**src/rtl/kwm_pkg.sv**
```systemverilog
// Shared constants and types for the k-way sorted merge block.
`default_nettype none

package kwm_pkg;

   // Geometry of the list store.
   localparam int NUM_LISTS  = 8;
   localparam int LIST_DEPTH = 64;
   localparam int LIST_W     = $clog2(NUM_LISTS);
   localparam int CNT_W      = $clog2(LIST_DEPTH + 1);
   localparam int ADDR_W     = (LIST_DEPTH > 1) ? $clog2(LIST_DEPTH) : 1;
   localparam int SCAN_W     = $clog2(NUM_LISTS);
   localparam int DATA_W     = 32;

   // Request operation codes.
   typedef enum logic [1:0] {
      OP_LOAD  = 2'd0,
      OP_PULL  = 2'd1,
      OP_CLEAR = 2'd2
   } op_type;

   // Response status codes.
   typedef enum logic [2:0] {
      ST_LOADED  = 3'd0,
      ST_DROPPED = 3'd1,
      ST_POPPED  = 3'd2,
      ST_EMPTY   = 3'd3,
      ST_CLEARED = 3'd4
   } status_type;

   // Running minimum handed from one list cell to the next.
   typedef struct packed {
      logic                     found;
      logic signed [DATA_W-1:0] value;
      logic [LIST_W-1:0]        idx;
   } token_type;

   // Per-cell commands from the controller.
   typedef struct packed {
      logic              wr;
      logic              adv;
      logic              clr;
      logic [DATA_W-1:0] wdata;
   } cell_cmd_type;

endpackage

`default_nettype wire

```
**src/rtl/kwm_cell.sv**
```systemverilog
// One list cell: stores one list, tracks its fill and read positions, updates the minimum.
`default_nettype none

module kwm_cell
   import kwm_pkg::*;
(
   input  logic              clock,
   input  logic              reset,
   input  logic [LIST_W-1:0] cell_idx,
   input  cell_cmd_type      cmd,
   input  token_type         tok_in,
   output token_type         tok_out,
   output logic              full
);

   logic [DATA_W-1:0]        mem [LIST_DEPTH];
   logic signed [DATA_W-1:0] head_ff;
   logic [CNT_W-1:0]         fill_ff, fill_in;
   logic [CNT_W-1:0]         rdpos_ff, rdpos_in;
   token_type                chain_ff, chain_in;
   logic                     nonempty;

   assign nonempty = (rdpos_ff != fill_ff);
   assign full     = (fill_ff == CNT_W'(LIST_DEPTH));
   assign tok_out  = chain_ff;

   // Replace the incoming minimum only when this head is strictly smaller,
   // so on a tie the lower list number keeps the win.
   always_comb begin
      chain_in = tok_in;
      if (nonempty && (!tok_in.found || (head_ff < tok_in.value))) begin
         chain_in.found = 1'b1;
         chain_in.value = head_ff;
         chain_in.idx   = cell_idx;
      end
   end

   // Fill and read positions.
   always_comb begin
      fill_in  = fill_ff;
      rdpos_in = rdpos_ff;
      if (cmd.clr) begin
         fill_in  = '0;
         rdpos_in = '0;
      end else begin
         if (cmd.wr) begin
            fill_in = fill_ff + CNT_W'(1);
         end
         if (cmd.adv) begin
            rdpos_in = rdpos_ff + CNT_W'(1);
         end
      end
   end

   always_ff @(posedge clock) begin
      if (reset) begin
         fill_ff  <= '0;
         rdpos_ff <= '0;
      end else begin
         fill_ff  <= fill_in;
         rdpos_ff <= rdpos_in;
      end
   end

   // Chain register toward the next cell.
   always_ff @(posedge clock) begin
      chain_ff <= chain_in;
   end

   // List storage: append at the fill position, head read at the read position.
   always_ff @(posedge clock) begin
      if (cmd.wr) begin
         mem[fill_ff[ADDR_W-1:0]] <= cmd.wdata;
      end
      head_ff <= mem[rdpos_ff[ADDR_W-1:0]];
   end

endmodule

`default_nettype wire

```
**config.mk**
```make
export PLATFORM = sky130hd
export DESIGN_NAME = kwm_cell
export DESIGN_NICKNAME = d
export VERILOG_FILES = /design/src/rtl/kwm_pkg.sv /design/src/rtl/kwm_cell.sv
export SDC_FILE = /design/constraint.sdc
export NUM_CORES = 2
export LEC_CHECK = 0
export BUFFER_PORTS_ARGS = -buffer_cell sky130_fd_sc_hd__buf_2
export CORE_MARGIN = 1.5
export CORE_UTILIZATION = 47
export DETAILED_ROUTE_END_ITERATION = 10
export GPL_TIMING_DRIVEN = 0
export PLACE_DENSITY_LB_ADDON = 0.12
export SLEW_MARGIN = 25
export SYNTH_ARGS = -nofsm -noshare
export SYNTH_HDL_FRONTEND = slang
export SYNTH_SLANG_ARGS = --single-unit
```
**constraint.sdc**
```tcl
create_clock -name clock -period 5.05 [get_ports clock]
set_input_delay 1.01 -clock clock [delete_from_list [all_inputs] [get_ports clock]]
set_output_delay 1.01 -clock clock [all_outputs]
set_load 0.02 [all_outputs]
```
### After elaboration in Yosys (flattened, before gate mapping)

Memory sizes are Yosys's and may differ from the RTL's. A register that Yosys moved wholly into a read port is not among the register bits.
Cells that the tools add are included.

| cells by class | value |
|---|---|
| shift operators | 0 |
| multiplexer cells | 3 |
| order comparisons | 1 |
| add/sub/neg operators | 2 |
| bitwise gates (word level) | 0 |
| equality and inequality tests | 2 |
| divide/modulo/power cells | 0 |
| reduce and logical (&&, ||, !) cells | 4 |
| multiply operators | 0 |

Operators by type and width:

| operator | number |
|---|---|
| 35-bit 2-to-1 mux | 1 |
| 32-bit < comparator | 1 |
| 7-bit by 1-bit adder with 7-bit output, second input constant | 2 |
| 7-bit == test, second input constant | 1 |
| 7-bit != test | 1 |
| 1-bit 2-to-1 mux | 2 |
| 2-bit OR reduction | 1 |
| 1-bit logical AND | 1 |
| 1-bit logical NOT | 1 |
| 1-bit logical OR | 1 |

| word-level totals | value |
|---|---|
| memory bits (writable) | 2048 |
| latch bits | 0 |
| memories | 1 |
| output and inout bits | 37 |
| word-level logic and storage cells | 18 |
| register bits after elaboration | 50 |
| input port bits | 76 |
| bits in read-only memories | 0 |

Memories:

| name | depth | bits a word | read ports | clocked after memory_dff | write ports | line | RTL |
|---|---|---|---|---|---|---|---|
| mem | 64 | 32 | 1 | 1 | 1 | kwm_cell.sv:16 | `logic [DATA_W-1:0] mem [LIST_DEPTH];` |

### Longest topological paths before layout

| depth | value |
|---|---|
| depth in word-level cells | 4 |
| mapped depth | 10 |
| depth with buffers taken out | 9 |

### Worst setup path after synthesis

OpenSTA, ideal clock, no wires.

| path | value |
|---|---|
| path type | input port to flip-flop |
| from | in cmd[34] in the netlist's numbering |
| to | mem mem[40][0] (enable) |
| required time | 4.549 ns |
| arrival time | 4.514 ns |
| library setup time | 0.501 ns |
| setup slack | 0.035 ns |
| buffers on the path | 1 |
| stages on the path | 3 |
| cell sequence | buf_1 nand3_1 nor4_1 |

| on the way | value |
|---|---|
| word-level cells in the longest chain between the ends | 2 |

Ends and longest elaborated chain:

| item | line | RTL |
|---|---|---|
| from (decl) | kwm_cell.sv:10 | `input cell_cmd_type cmd,` |
| 1-bit 2-to-1 mux | kwm_cell.sv:72 | `if (cmd.wr) begin` |
| 1-bit 2-to-1 mux (implied by the code) | kwm_cell.sv:73 | `mem[fill_ff[ADDR_W-1:0]] <= cmd.wdata;` |
| to (decl) | kwm_cell.sv:16 |  |

No other way between the ends.

==> flow_metrics.tcl <==
set metrics [dict create \
    status "completed" \
    layout_commonest_cell "edfxtp_1" \
    hold_ws_ns 0.419 \
    final_cell_mix "edfxtp_1, mux4_2, clkbuf_16" \
    place_ws_ns -0.621 \
    drt_wl_total_mm 228 \
    vias 39000 \
    drive_gt1_share_pct 35.6 \
    die-area_um2 175000 \
    yosysWarnings 0 \
    max_slew_margin_pct 17.9 \
    nets 3940 \
    cts.sinks 2130 \
    required_ns 5.60 \
    syn_avg_cell_area_um2 24.3 \
    grt_overflow 0 \
    synthCells 3343 \
    die_height_um 419 \
    yosys.area.top_type "edfxtp_1" \
    fin_area_um2 95300 \
    worst_slew_pin_slew_ns 1.20 \
    via_per_inst 6.16 \
    firstDrtPassIters 6 \
    hold_class "in -> reg" \
    postCtsHoldBufs 0 \
    critPathCaptureType "register" \
    rsz0062_at_grt "no" \
    synth_seq_cells 2130 \
    synth.top_cell.area_share_pct 75.8 \
    p_total_mw 36.5 \
    hold_viol_final 0 \
    grt_max_degree 65 \
    row_count 152 \
    reg2reg_slack_ns 0.06 \
    ys_async_sr_fraction_pct 0 \
    htree_levels 4 \
    setup_ws_ns 0.0568 \
    grt_pass1_vias 40000 \
    path_class "reg -> reg" \
    path_clk_slew_ns 0.06 \
    grt_pass1_wl_mm 315 \
    antenna_found_initial 17 \
    setup_viol 0 \
    power.density_nw_per_um2 383 \
    boundaryPins 113 \
    core-area_um2 172000 \
    grtUsageTotal_pct 26.4 \
    postPlaceCellArea_um2 88300 \
    syn_area_um2 81100 \
    postCtsSetupBuffers 0 \
    total_leakage_power_nw 29.3 \
    ys_seq_area_share_pct 77.8 \
    finalCriticalPeriod_ns 4.99 \
    syn_nets 3453 \
    synthDistinctLibCells 37 \
    timing.fmax_ghz 0.200 \
    ant_nets 0 \
    clk_latency_ns 0.85 \
    cts.path.max_buffers 3 \
    initial_core_util_pct 47.3 \
    drv_slew 0 \
    synthFlopType "edfxtp_1" \
    ir_worst_vdd_mv 0.364 \
    port_buffers 112 \
    cp_data_arrival_time_ns 5.54 \
    die_w_um 419 \
    drt_iter0_drc 5612 \
    cp-start-kind "register" \
    wl_per_cell_um 36.0 \
    finalCritPeriodShare_pct 98.9 \
    synth-edff-count 2048 \
    cts_tree "yes" \
    ctsResizeCount 0 \
    root_buffer "clkbuf_16" \
    skew_ns 0.0412 \
    drc_errors 0 \
    place_congestion 0.857 \
    setup_tns_ns 0 \
    area_delta_synth_final_pct 17.4 \
    cp_max_fo 10 \
    numCtsBuffers 213 \
    maxCapViolCount 0 \
    synth.area.top_cells "edfxtp_1, mux4_2, dfxtp_1, ha_1, mux2_2" \
    dp_hpwl_mm 154 \
]
-- critical path: stages, from the launching register on --
cell,delay (ns)
dfxtp_1,0.34
buf_2,0.29
buf_2,0.34
clkbuf_1,0.75
clkbuf_1,0.86
mux4_2,0.43
mux4_2,0.51
mux2i_1,0.64
a21oi_1,0.50
-- cells by family after synthesis --
| family | after synthesis | synth area share (%) |
|---|---|---|
| AOI/OAI and AO/OA | 70 | 0.520 |
| xor gates and xnor gates | 15 | 0.162 |
| adders and majority gates | 34 | 0.524 |
| buffers and inverters | 209 | 1.10 |
| DFF | 2130 | 77.8 |
| muxes | 712 | 18.9 |
| and+or+nand+nor | 173 | 0.981 |
-- state kept, by name, indices dropped and copies added (netlist names) --
| name | cells |
|---|---|
| fill_ff | 7 |
| rdpos_ff | 7 |
| tok_out | 36 |
| mem | 2048 |
| head_ff | 32 |
-- synth_stat cells (all sizes together), types with 5 or more instances --
cell type,number
mux4,652
mux2,37
nand4,8
dfxtp,82
a211oi,22
nor3,8
ha,34
clkbuf,77
xnor2,5
o21ai,12
a21oi,29
nor2b,22
nand2,31
mux2i,23
nor2,78
xor2,10
edfxtp,2048
buf,98
nand3,9
inv,34
-- routing by layer --
metal / share of wire (%) / up-vias / global-route usage (%)
met2: 48 / 1911 / 42.0
met3: 8.1 / 398 / 4.73
li1: - / 15400 / -
met1: 40 / 21300 / 36.7
met5: 0.0031 / - / 0
met4: 4.0 / 2 / 10.1
-- power breakdown --
part,leakage (nW),total [mW],internal (mW),switching (mW)
registers,19.1,19.5,19.4,0.0322
logic,6.88,1.44,0.520,0.918
clock network,3.35,15.6,9.01,6.59
total,29.3,36.5,29.0,7.54
-- final timing paths --
check	to	from	cells after the start
hold reg to reg	tok_out[4]	head_ff[1]	1
setup / recovery	head_ff[29]	rdpos_ff[1]	8
setup reg to reg	head_ff[29]	rdpos_ff[1]	8
hold / removal	tok_out[3]	tok_in[3]	2
-- layout make-up --
cell class	count	area, um^2
plain buffers	175	793
inverters	34	128
flip-flops and latches	2130	63100
diodes	19	47.5
repair buffers	272	3830
clock inverters	130	1270
clock buffers	261	5590
well taps	2310	2890
multi-input cells	1004	17600
fillers	12600	76300
-- through the flow --
step	utilization (%)	instances
2_1_floorplan	-	3343
6_report	55.5	6335
4_1_cts	55.5	6316
5_1_grt	55.5	6328
3_3_place_gp	49.3	5765
3_5_place_dp	51.5	5925
Note: power is estimated with default switching activity, not from simulation.
